===== config.mk =====
export PLATFORM = sky130hd
export DESIGN_NAME = http_chunked_decoder
export DESIGN_NICKNAME = d
export VERILOG_FILES = /design/src/hw/rtl/hcd_pkg.sv /design/src/hw/rtl/hcd_step.sv /design/src/hw/rtl/http_chunked_decoder.sv
export SDC_FILE = /design/constraint.sdc
export NUM_CORES = 1
export LEC_CHECK = 0
export ABC_AREA = 0
export ABC_CLOCK_PERIOD_IN_PS = 7300
export BUFFER_PORTS_ARGS = -buffer_cell sky130_fd_sc_hd__buf_2
export CAP_MARGIN = 20
export CORE_ASPECT_RATIO = 1.75
export CORE_MARGIN = 4
export CORE_UTILIZATION = 50
export DETAILED_ROUTE_END_ITERATION = 10
export PLACE_DENSITY = 0.69
export REMOVE_ABC_BUFFERS = 1
export SLEW_MARGIN = 0
export SYNTH_ARGS = -nofsm -noshare
export SYNTH_HDL_FRONTEND = slang
export SYNTH_SLANG_ARGS = --single-unit

===== constraint.sdc =====
create_clock -name clock -period 7.3 [get_ports clock]
set_clock_uncertainty 0.15 [all_clocks]
set_input_delay 1.46 -clock clock [delete_from_list [all_inputs] [get_ports clock]]
set_output_delay 1.46 -clock clock [all_outputs]
set_load 0.01 [all_outputs]

===== src/hw/rtl/hcd_pkg.sv =====
// Shared types and constants for the HTTP chunked body decoder.
// Holds the parser phase encoding, the control flag bundle and the status codes.
// No dependencies.
package hcd_pkg;

   // Default width of the chunk size accumulator and remaining-byte counter.
   localparam int HCD_SIZE_BITS = 32;

   // Width of the running payload byte total.
   localparam int TOTAL_BITS = 32;

   // Line delimiter characters.
   localparam logic [7:0] CHAR_CR = 8'h0D;
   localparam logic [7:0] CHAR_LF = 8'h0A;

   // Status codes reported with every result word.
   localparam logic [2:0] STATUS_SIZE     = 3'd0;
   localparam logic [2:0] STATUS_DATA     = 3'd1;
   localparam logic [2:0] STATUS_TRAILER  = 3'd2;
   localparam logic [2:0] STATUS_COMPLETE = 3'd3;
   localparam logic [2:0] STATUS_ERROR    = 3'd4;

   // Parser phase, one-hot.
   typedef enum logic [5:0] {
      PH_SIZE     = 6'b000001,
      PH_DATA     = 6'b000010,
      PH_TRAILER  = 6'b000100,
      PH_DONE     = 6'b001000,
      PH_ERROR    = 6'b010000,
      PH_DATA_END = 6'b100000
   } hcd_phase_type;

   // Control state carried between the register block and the byte step logic.
   typedef struct packed {
      hcd_phase_type phase;
      logic          digits_open;
      logic          pending_cr;
      logic          line_nonempty;
   } hcd_flags_type;

endpackage


===== src/hw/rtl/hcd_step.sv =====
// Next-state and result logic for one body byte of the chunked decoder.
// Purely combinational; the registers live in the top level.
// Depends on hcd_pkg.
module hcd_step #(
   parameter int SIZE_BITS = hcd_pkg::HCD_SIZE_BITS
) (
   input  hcd_pkg::hcd_flags_type           flags_cur,
   input  logic [SIZE_BITS-1:0]             size_accum_cur,
   input  logic [SIZE_BITS-1:0]             bytes_left_cur,
   input  logic [hcd_pkg::TOTAL_BITS-1:0]   total_cur,
   input  logic [7:0]                       in_byte,
   output hcd_pkg::hcd_flags_type           flags_next,
   output logic [SIZE_BITS-1:0]             size_accum_next,
   output logic [SIZE_BITS-1:0]             bytes_left_next,
   output logic [hcd_pkg::TOTAL_BITS-1:0]   total_next,
   output logic                             out_valid,
   output logic [7:0]                       out_byte,
   output logic [2:0]                       status
);
   import hcd_pkg::*;

   logic                 is_hex;
   logic [3:0]           hex_val;
   logic                 accum_full;
   logic [SIZE_BITS-1:0] left_dec;

   // Hex digit decode of the incoming byte.
   always_comb begin
      is_hex  = 1'b1;
      hex_val = 4'd0;
      if (in_byte inside {["0":"9"]}) begin
         hex_val = 4'(in_byte - 8'h30);
      end else if (in_byte inside {["a":"f"]}) begin
         hex_val = 4'(in_byte - 8'h57);
      end else if (in_byte inside {["A":"F"]}) begin
         hex_val = 4'(in_byte - 8'h37);
      end else begin
         is_hex = 1'b0;
      end
   end

   // Another digit would overflow when the top nibble is already in use.
   assign accum_full = (size_accum_cur[SIZE_BITS-1 -: 4] != 4'd0);
   assign left_dec   = (bytes_left_cur != '0) ? bytes_left_cur - 1'b1 : bytes_left_cur;

   // Phase transitions and counter updates.
   always_comb begin
      flags_next      = flags_cur;
      size_accum_next = size_accum_cur;
      bytes_left_next = bytes_left_cur;
      total_next      = total_cur;
      out_valid       = 1'b0;
      out_byte        = 8'd0;

      case (flags_cur.phase)
         PH_SIZE: begin
            if (flags_cur.pending_cr && in_byte == CHAR_LF) begin
               // A complete size line: start data or the trailer.
               size_accum_next          = '0;
               flags_next.digits_open   = 1'b1;
               flags_next.pending_cr    = 1'b0;
               flags_next.line_nonempty = 1'b0;
               if (size_accum_cur == '0) begin
                  flags_next.phase = PH_TRAILER;
               end else begin
                  bytes_left_next  = size_accum_cur;
                  flags_next.phase = PH_DATA;
               end
            end else begin
               // A lone CR before this byte is plain content and ends the digits.
               if (flags_cur.pending_cr) begin
                  flags_next.pending_cr    = 1'b0;
                  flags_next.line_nonempty = 1'b1;
                  flags_next.digits_open   = 1'b0;
               end
               if (in_byte == CHAR_CR) begin
                  flags_next.pending_cr = 1'b1;
               end else begin
                  flags_next.line_nonempty = 1'b1;
                  if (flags_cur.digits_open && !flags_cur.pending_cr) begin
                     if (!is_hex) begin
                        flags_next.digits_open = 1'b0;
                     end else if (accum_full) begin
                        flags_next.phase = PH_ERROR;
                     end else begin
                        size_accum_next = {size_accum_cur[SIZE_BITS-5:0], hex_val};
                     end
                  end
               end
            end
         end
         PH_DATA: begin
            out_valid = 1'b1;
            out_byte  = in_byte;
            if (total_cur != '1) begin
               total_next = total_cur + 1'b1;
            end
            bytes_left_next = left_dec;
            if (left_dec == '0) begin
               flags_next.phase      = PH_DATA_END;
               flags_next.pending_cr = 1'b0;
            end
         end
         PH_DATA_END: begin
            if (!flags_cur.pending_cr) begin
               if (in_byte == CHAR_CR) begin
                  flags_next.pending_cr = 1'b1;
               end else begin
                  flags_next.phase = PH_ERROR;
               end
            end else if (in_byte == CHAR_LF) begin
               flags_next.phase         = PH_SIZE;
               size_accum_next          = '0;
               flags_next.digits_open   = 1'b1;
               flags_next.pending_cr    = 1'b0;
               flags_next.line_nonempty = 1'b0;
            end else begin
               flags_next.phase = PH_ERROR;
            end
         end
         PH_TRAILER: begin
            if (flags_cur.pending_cr && in_byte == CHAR_LF) begin
               // An empty trailer line ends the message.
               flags_next.pending_cr    = 1'b0;
               flags_next.line_nonempty = 1'b0;
               if (!flags_cur.line_nonempty) begin
                  flags_next.phase = PH_DONE;
               end
            end else begin
               flags_next.pending_cr    = (in_byte == CHAR_CR);
               if (flags_cur.pending_cr || in_byte != CHAR_CR) begin
                  flags_next.line_nonempty = 1'b1;
               end
            end
         end
         PH_DONE: begin
         end
         default: begin
            flags_next.phase = PH_ERROR;
         end
      endcase
   end

   // Status as seen after this byte; the terminator wait still reports data.
   always_comb begin
      case (flags_next.phase)
         PH_SIZE:     status = STATUS_SIZE;
         PH_DATA:     status = STATUS_DATA;
         PH_DATA_END: status = STATUS_DATA;
         PH_TRAILER:  status = STATUS_TRAILER;
         PH_DONE:     status = STATUS_COMPLETE;
         default:     status = STATUS_ERROR;
      endcase
   end

endmodule


===== src/hw/rtl/http_chunked_decoder.sv =====
// HTTP/1.1 chunked body decoder: one body byte in, one result word out.
// The result word for each accepted byte is registered in the output register.
// Throughput: one byte per cycle; the parser state and output register both load
// on each accepted byte, and input stalls only while a held result is stalled.
// Reset (synchronous, active high) returns the parser to the size line phase with
// all counters cleared and the output register empty.
module http_chunked_decoder #(
   parameter int SIZE_BITS = hcd_pkg::HCD_SIZE_BITS
) (
   input  logic                           clock,
   input  logic                           reset,
   input  logic                           req_valid,
   output logic                           req_stall,
   input  logic [7:0]                     req_in_byte,
   output logic                           rsp_valid,
   input  logic                           rsp_stall,
   output logic                           rsp_out_valid,
   output logic [7:0]                     rsp_out_byte,
   output logic [2:0]                     rsp_status,
   output logic [hcd_pkg::TOTAL_BITS-1:0] rsp_decoded_total
);
   import hcd_pkg::*;

   hcd_flags_type         flags_ff, flags_in;
   logic [SIZE_BITS-1:0]  size_accum_ff, size_accum_in;
   logic [SIZE_BITS-1:0]  bytes_left_ff, bytes_left_in;
   logic [TOTAL_BITS-1:0] total_ff, total_in;
   logic                  out_valid_in;
   logic [7:0]            out_byte_in;
   logic [2:0]            status_in;

   logic                  rsp_valid_ff;
   logic                  out_valid_ff;
   logic [7:0]            out_byte_ff;
   logic [2:0]            status_ff;
   logic [TOTAL_BITS-1:0] decoded_total_ff;
   logic                  req_accept;

   // A new byte is taken unless a finished word is held and stalled.
   assign req_stall  = rsp_valid_ff && rsp_stall;
   assign req_accept = req_valid && !req_stall;

   // Byte parsing logic.
   hcd_step #(
      .SIZE_BITS (SIZE_BITS)
   ) u_step (
      .flags_cur       (flags_ff),
      .size_accum_cur  (size_accum_ff),
      .bytes_left_cur  (bytes_left_ff),
      .total_cur       (total_ff),
      .in_byte         (req_in_byte),
      .flags_next      (flags_in),
      .size_accum_next (size_accum_in),
      .bytes_left_next (bytes_left_in),
      .total_next      (total_in),
      .out_valid       (out_valid_in),
      .out_byte        (out_byte_in),
      .status          (status_in)
   );

   // Parser state registers.
   always_ff @(posedge clock) begin
      if (reset) begin
         flags_ff.phase         <= PH_SIZE;
         flags_ff.digits_open   <= 1'b1;
         flags_ff.pending_cr    <= 1'b0;
         flags_ff.line_nonempty <= 1'b0;
         size_accum_ff          <= '0;
         bytes_left_ff          <= '0;
         total_ff               <= '0;
      end else if (req_accept) begin
         flags_ff      <= flags_in;
         size_accum_ff <= size_accum_in;
         bytes_left_ff <= bytes_left_in;
         total_ff      <= total_in;
      end
   end

   // Output register valid flag.
   always_ff @(posedge clock) begin
      if (reset) begin
         rsp_valid_ff <= 1'b0;
      end else if (req_accept) begin
         rsp_valid_ff <= 1'b1;
      end else if (!rsp_stall) begin
         rsp_valid_ff <= 1'b0;
      end
   end

   // Output register payload.
   always_ff @(posedge clock) begin
      if (req_accept) begin
         out_valid_ff     <= out_valid_in;
         out_byte_ff      <= out_byte_in;
         status_ff        <= status_in;
         decoded_total_ff <= total_in;
      end
   end

   assign rsp_valid         = rsp_valid_ff;
   assign rsp_out_valid     = out_valid_ff;
   assign rsp_out_byte      = out_byte_ff;
   assign rsp_status        = status_ff;
   assign rsp_decoded_total = decoded_total_ff;

   // Completion is sticky.
   assert property (@(posedge clock) disable iff (reset)
      (flags_ff.phase == PH_DONE) |=> (flags_ff.phase == PH_DONE))
      else $error("complete phase was left");

   // Error is sticky.
   assert property (@(posedge clock) disable iff (reset)
      (flags_ff.phase == PH_ERROR) |=> (flags_ff.phase == PH_ERROR))
      else $error("error phase was left");

   // A decoded payload byte is always reported with the data status.
   assert property (@(posedge clock) disable iff (reset)
      (rsp_valid && rsp_out_valid) |-> (rsp_status == STATUS_DATA))
      else $error("payload byte without data status");

   // The running total never goes backward.
   assert property (@(posedge clock) disable iff (reset)
      !$past(reset) |-> (total_ff >= $past(total_ff)))
      else $error("decoded total decreased");

endmodule

* Yosys cells after proc, flatten, opt, wreduce, memory -nomap -nowiden *
Cells that the tools add are included.

operators by class
  mux-type cells = 52
  add/subtract/negate cells = 5
  magnitude comparators = 6
  equality and inequality tests = 26
  reduce and logical (&&, ||, !) cells = 24

operators with widths
  operator                                                           count
  two-way mux 32 bit                                                 12
  case mux 32 bit (2 select lines)                                   2
  zero test 32 bit                                                   2
  two-way mux 6 bit                                                  7
  adder 32 x 1 -> 32 bit, second input constant                      1
  inequality test 32 bit, second input constant                      1
  nonzero test 32 bit                                                1
  subtractor 32 x 1 -> 32 bit, second input constant                 1
  case mux 6 bit (5 select lines)                                    1
  == test 8 x 4 -> 1 bit, second input constant                      2
  greater-or-equal comparator 8 x 7 -> 1 bit, second input constant  2
  less-or-equal comparator 8 x 7 -> 1 bit, second input constant     2
  two-way mux 1 bit                                                  15
  two-way mux 7 bit                                                  2
  == test 6 x 1 -> 1 bit, second input constant                      2
  == test 6 x 2 -> 1 bit, second input constant                      2
  == test 6 x 3 -> 1 bit, second input constant                      2
  == test 6 x 4 -> 1 bit, second input constant                      2
  == test 6 bit, second input constant                               2
  two-way mux 4 bit                                                  3
  case mux 3 bit (4 select lines)                                    1
  two-way mux 3 bit                                                  3
  two-way mux 9 bit                                                  1
  inequality test 3 x 1 -> 1 bit, second input constant              3
  other kinds (26)                                                   41

word-level totals
  input bits = 12
  output and inout bits = 46
  register bits = 150

* Longest topological paths before layout *
  depth in word-level cells = 13
  mapped depth = 12
  mapped depth without buffers = 10

* By module *
From an unflattened synthesis, not the netlist that was laid out.

second synthesis, totals
  cell total of the unflattened synthesis = 1,014
  area total of the unflattened synthesis = 9,241.4 um^2

by module, submodules not included
  module                area an instance (um^2)  cells each  sequential area each (um^2)  instances
  http_chunked_decoder  6,027.0                  504         3,443.3                      1
  hcd_step              3,214.3                  510         0.0                          1

* Worst setup path after synthesis *
No wires, ideal clock.

  path type = input -> register
  from = input port req_in_byte[5]
  to = register size_accum_ff[2]
  required time = 7.022 ns
  cell stages on the path = 10
  arrival time = 3.694 ns
  path slack = 3.328 ns
  path buffers = 3
  path through = or4_1 > or4_1 > clkbuf_1 > nor2_1 > o21ai_1 > or2_1 > clkbuf_1 > clkbuf_1 > a21oi_1 > nor2_1

between the ends
  word-level cells in the longest chain between the ends = 11
  elaborated cells on any way between the ends = 30
  those cells by class = order compare: 6; eq/ne: 7; mux: 12; reduce/logical: 5

ends and longest elaborated chain
  item                                                                                                   line                        RTL
  from (decl)                                                                                            http_chunked_decoder.sv:14  input logic [7:0] req_in_byte,
  greater-or-equal comparator 8 x 7 -> 1 bit or less-or-equal comparator 8 x 7 -> 1 bit (tied branches)  hcd_step.sv:35              end else if (in_byte inside {["A":"F"]}) begin
  logical AND 1 bit                                                                                      hcd_step.sv:35
  two-way mux 4 bit                                                                                      hcd_step.sv:35
  two-way mux 4 bit                                                                                      hcd_step.sv:33              end else if (in_byte inside {["a":"f"]}) begin
  two-way mux 4 bit                                                                                      hcd_step.sv:31              if (in_byte inside {["0":"9"]}) begin
  two-way mux 32 bit                                                                                     hcd_step.sv:83              end else if (accum_full) begin
  two-way mux 32 bit                                                                                     hcd_step.sv:81              if (!is_hex) begin
  two-way mux 32 bit                                                                                     hcd_step.sv:80              if (flags_cur.digits_open && !flags_cur.pending_cr) begin
  two-way mux 32 bit                                                                                     hcd_step.sv:76              if (in_byte == CHAR_CR) begin
  two-way mux 32 bit                                                                                     hcd_step.sv:57              if (flags_cur.pending_cr && in_byte == CHAR_LF) begin
  case mux 32 bit (2 select lines)                                                                       hcd_step.sv:55              case (flags_cur.phase)
  to (signal assigned)                                                                                   http_chunked_decoder.sv:73  size_accum_ff <= size_accum_in;
  to (decl)                                                                                              http_chunked_decoder.sv:25  logic [SIZE_BITS-1:0] size_accum_ff, size_accum_in;

Parallel ways exist; a longest one is shown, timed or not. The select of a mux whose other input is x is not followed.
A chain may end at the register's enable or synchronous reset.

* Worst setup path in the final report *
  from = input port req_in_byte[5]
  to = register bytes_left_ff[0]

between the ends
  word-level cells in the longest chain between the ends = 4

ends and longest elaborated chain
  item                                      line                        RTL
  == test 8 x 4 -> 1 bit                    hcd_step.sv:57
  logical AND 1 bit                         hcd_step.sv:57
  inequality test 2 x 1 -> 1 bit (no line)  -
  AND reduction 4 bit (no line)             -
  to (signal assigned)                      http_chunked_decoder.sv:74  bytes_left_ff <= bytes_left_in;
  to (decl)                                 http_chunked_decoder.sv:26  logic [SIZE_BITS-1:0] bytes_left_ff, bytes_left_in;

Every way passes these cells.

==> run summary <==
P&R area growth vs syn: 12.1%
clk sink count: 150
pre-CTS setup slack: 2.44 ns
worst slew pin tran: 1.06 ns
top-area cell type share of the netlist area: 0.264
routed via count: 7264
Initial Util: 0.507
global placer's final weighted congestion: 0.906
Final TNS setup: 0 ns
launch instance of the worst register-to-register path: bytes_left_ff[0]$_SDFFE_PP0P_
post-layout net count: 1007
DRT antenna net count: 0
Final Max Slew Viols: 0
Rel. slew slack: 0.296
min-delay src: size_accum_ff[29]$_SDFFE_PP0P_
Setup Fix Bufs, Post-CTS: 0
H-tree levels: 4
CP cell instances: buf_2 > or4_1 > nor4_1 > o211ai_1 > and2_1 > nand2b_1 > a21oi_1 > a2bb2oi_1 > nor2_1
WP data required: 7.45 ns
post-synthesis average cell area: 8.29 um^2
clock transition at the registers of the reported paths: 0.07 ns
grt total ovfl: 0
clock buffer depth: 2
Residual DRC: 0
flip-flop and latch area: 0.00344 mm^2
ys async rst share: 0
Post-synth EDFFs: 44
Rows: 61
main combinational cell family by area after synthesis: simple AND/OR/NAND/NOR gates
first-pass GRT wire length: 35.7 mm
Setup-failing EPs final: 0
biggest area consumer among synthesized cells: dfxtp_1
fraction of layout cells with a size suffix above 1: 0.123
PwrDens: 224 mW/mm^2
IO buf count: 57
Ys Warns: 0
Post-DP HPWL: 15.2 mm
sequential fraction of the synthesis area: 0.428
via density per instance: 6.10
cell with the most instances after synthesis: nor2_1
RSZ-0062 raised after global routing: false
critical path class: input pin to register
top post-synthesis cells by area: dfxtp_1, edfxtp_1, nor2_1
pin count of the biggest net entering global routing: 63
die width: 104 um
mapped cell area: 0.00805 mm^2
CTS tree: done
Core Region: 0.0159 mm^2
PostCTS Resize Cnt: 0
Fillers: 1463
root buffer cell: clkbuf_16
post-synthesis compound-gate area fraction: 0.147
Slowest cell on crit path: nand2b_1
mux cell area share after synthesis: 0.00637
Final Hold Vio Count: 0
XOR/XNOR Fraction of Synth Area: 0.0751
Post-CTS Hold Buffers: 0
Leak: 0.00328 uW
wirelength, routed: 21.8 mm
initial antenna violation count: 0
CP startpoint kind: input pin
clk_lat worst skew: 0.43 ns
multi-input logic area: 0.00428 mm^2
cts bufs inserted: 17
cells after synthesis: 971
die area: 0.0183 mm^2
Die H: 176 um
adder-cell share of the synthesized area: 0.00933
maximum VDD drop: 0.174 mV
Top FF cell, synth: dfxtp_1
Max-cap violations: 0
vias in the first global route: 7088
most common library cells after synthesis: nor2_1, dfxtp_1, nand2_1, a21oi_1, nand3_1
initial DRC count: 382
reg2reg setup slack: 3.31 ns
peak fanout along the critical path: 25
drt pass-1 iters: 7
Avg WL per Cell: 18.3 um
reg-to-reg endpoint: flags_ff[1]$_SDFFE_PP0P_
dpl cells: 1158
Distinct cells, synth: 66
ratio of final minimum period to clock period: 0.600
overall routing resource usage: 0.239
max incr delay on CP: 0.65 ns
reg2reg path depth: 10
diode count: 0
Hold WC Path Type: register to register
# IOs: 58
hold path depth: 2
final worst path period need: 4.38 ns
outcome: complete, no violations
post-synthesis register bit count: 150
Finished Layout Cells: 1191
CP arrival: 4.53 ns
hold worst-path end: size_accum_ff[29]$_SDFFE_PP0P_
Max Clk Rate: 228 MHz
Simple-Gate Fraction of Synth Area: 0.293
Crit. End Element: register
final setup margin: 2.92 ns
-- where the power goes --
group	switching [uW]	internal, uW	leakage (uW)
clock	390	541	0.000310
combinational	138	68.9	0.00167
sequential	11.9	875	0.00130
total	539	1480	0.00328
-- metrics by stage --
stage / util / hold WS (ns) / area (um^2) / total power, uW
final: 0.568 / 0.322 / 9020 / 2020
after global routing: 0.568 / 0.351 / 9020 / 2100
after CTS: 0.567 / 0.320 / 9000 / 2040
after detailed placement: 0.527 / 0.308 / 8370 / 1110
after global placement: 0.527 / 0.302 / 8370 / 1110
after floorplan: - / 0.286 / 7770 / 1030
-- flip-flops by register name, summed over array words and instances, names as in the netlist --
name               count
bytes_left_ff         32
flags_ff               9
rsp_decoded_total     32
rsp_out_byte           8
rsp_out_valid          1
rsp_status             3
rsp_valid              1
size_accum_ff         32
total_ff              32
-- cells in the final DEF (no fill, tap or decap), types with 13 or more instances in the layout --
master / instances
a211oi_1: 16
a21oi_1: 83
buf_2: 56
clkbuf_16: 18
dfxtp_1: 106
edfxtp_1: 44
inv_1: 13
nand2_1: 102
nand3_1: 78
nand4_1: 19
nor2_1: 119
nor3_1: 34
nor4_1: 18
o21ai_0: 35
or3_1: 14
xnor2_1: 40
xor2_1: 29
-- worst max path at each step --
stage	from	endpoint	slack, ns	cells past startpoint
final	req_in_byte[5]	bytes_left_ff[0]$_SDFFE_PP0P_	2.92	9
after CTS	req_in_byte[5]	bytes_left_ff[0]$_SDFFE_PP0P_	2.89	9
after global routing	req_in_byte[5]	bytes_left_ff[0]$_SDFFE_PP0P_	2.61	9
after global placement	req_in_byte[5]	bytes_left_ff[0]$_SDFFE_PP0P_	2.51	9
after floorplan	req_in_byte[5]	bytes_left_ff[14]$_SDFFE_PP0P_	2.62	8
after detailed placement	req_in_byte[5]	bytes_left_ff[0]$_SDFFE_PP0P_	2.44	9
-- cells by family (layout without fill, tap and decap cells) --
| group | count (synthesis) | after routing |
|---|---|---|
| and+or+nand+nor | 463 | 463 |
| AOI/OAI and AO/OA | 195 | 195 |
| adders and majority gates | 6 | 6 |
| muxes | 5 | 5 |
| xor gates and xnor gates | 69 | 69 |
| DFF | 150 | 150 |
| buffers and inverters | 83 | 114 |
-- cell type report --
cell class	count	area share
clock buffer	18	0.0499
clock inverter	14	0.0195
inverter	15	0.00624
multi-input combinational	738	0.474
sequential	150	0.382
tap	189	0.0262
timing repair buffer	67	0.0424
-- critical path, delay by kind of cell --
family,cells,cell delay (ns)
buffers and inverters,1,0.12
AND/OR/NAND/NOR,5,2.11
AO/OA/AOI/OAI,3,0.84
-- metal layers --
metal / up-vias / routed length, um / share of wire / GRT usage
met5: - / 0 / 0 / 0
met4: 0 / 1200 / 0.055 / 0.145
met3: 68 / 713 / 0.033 / 0.0416
met2: 188 / 11700 / 0.54 / 0.444
met1: 3490 / 8140 / 0.37 / 0.249
li1: 3518 / - / - / -
No activity file was read; power rests on OpenSTA's default activity.
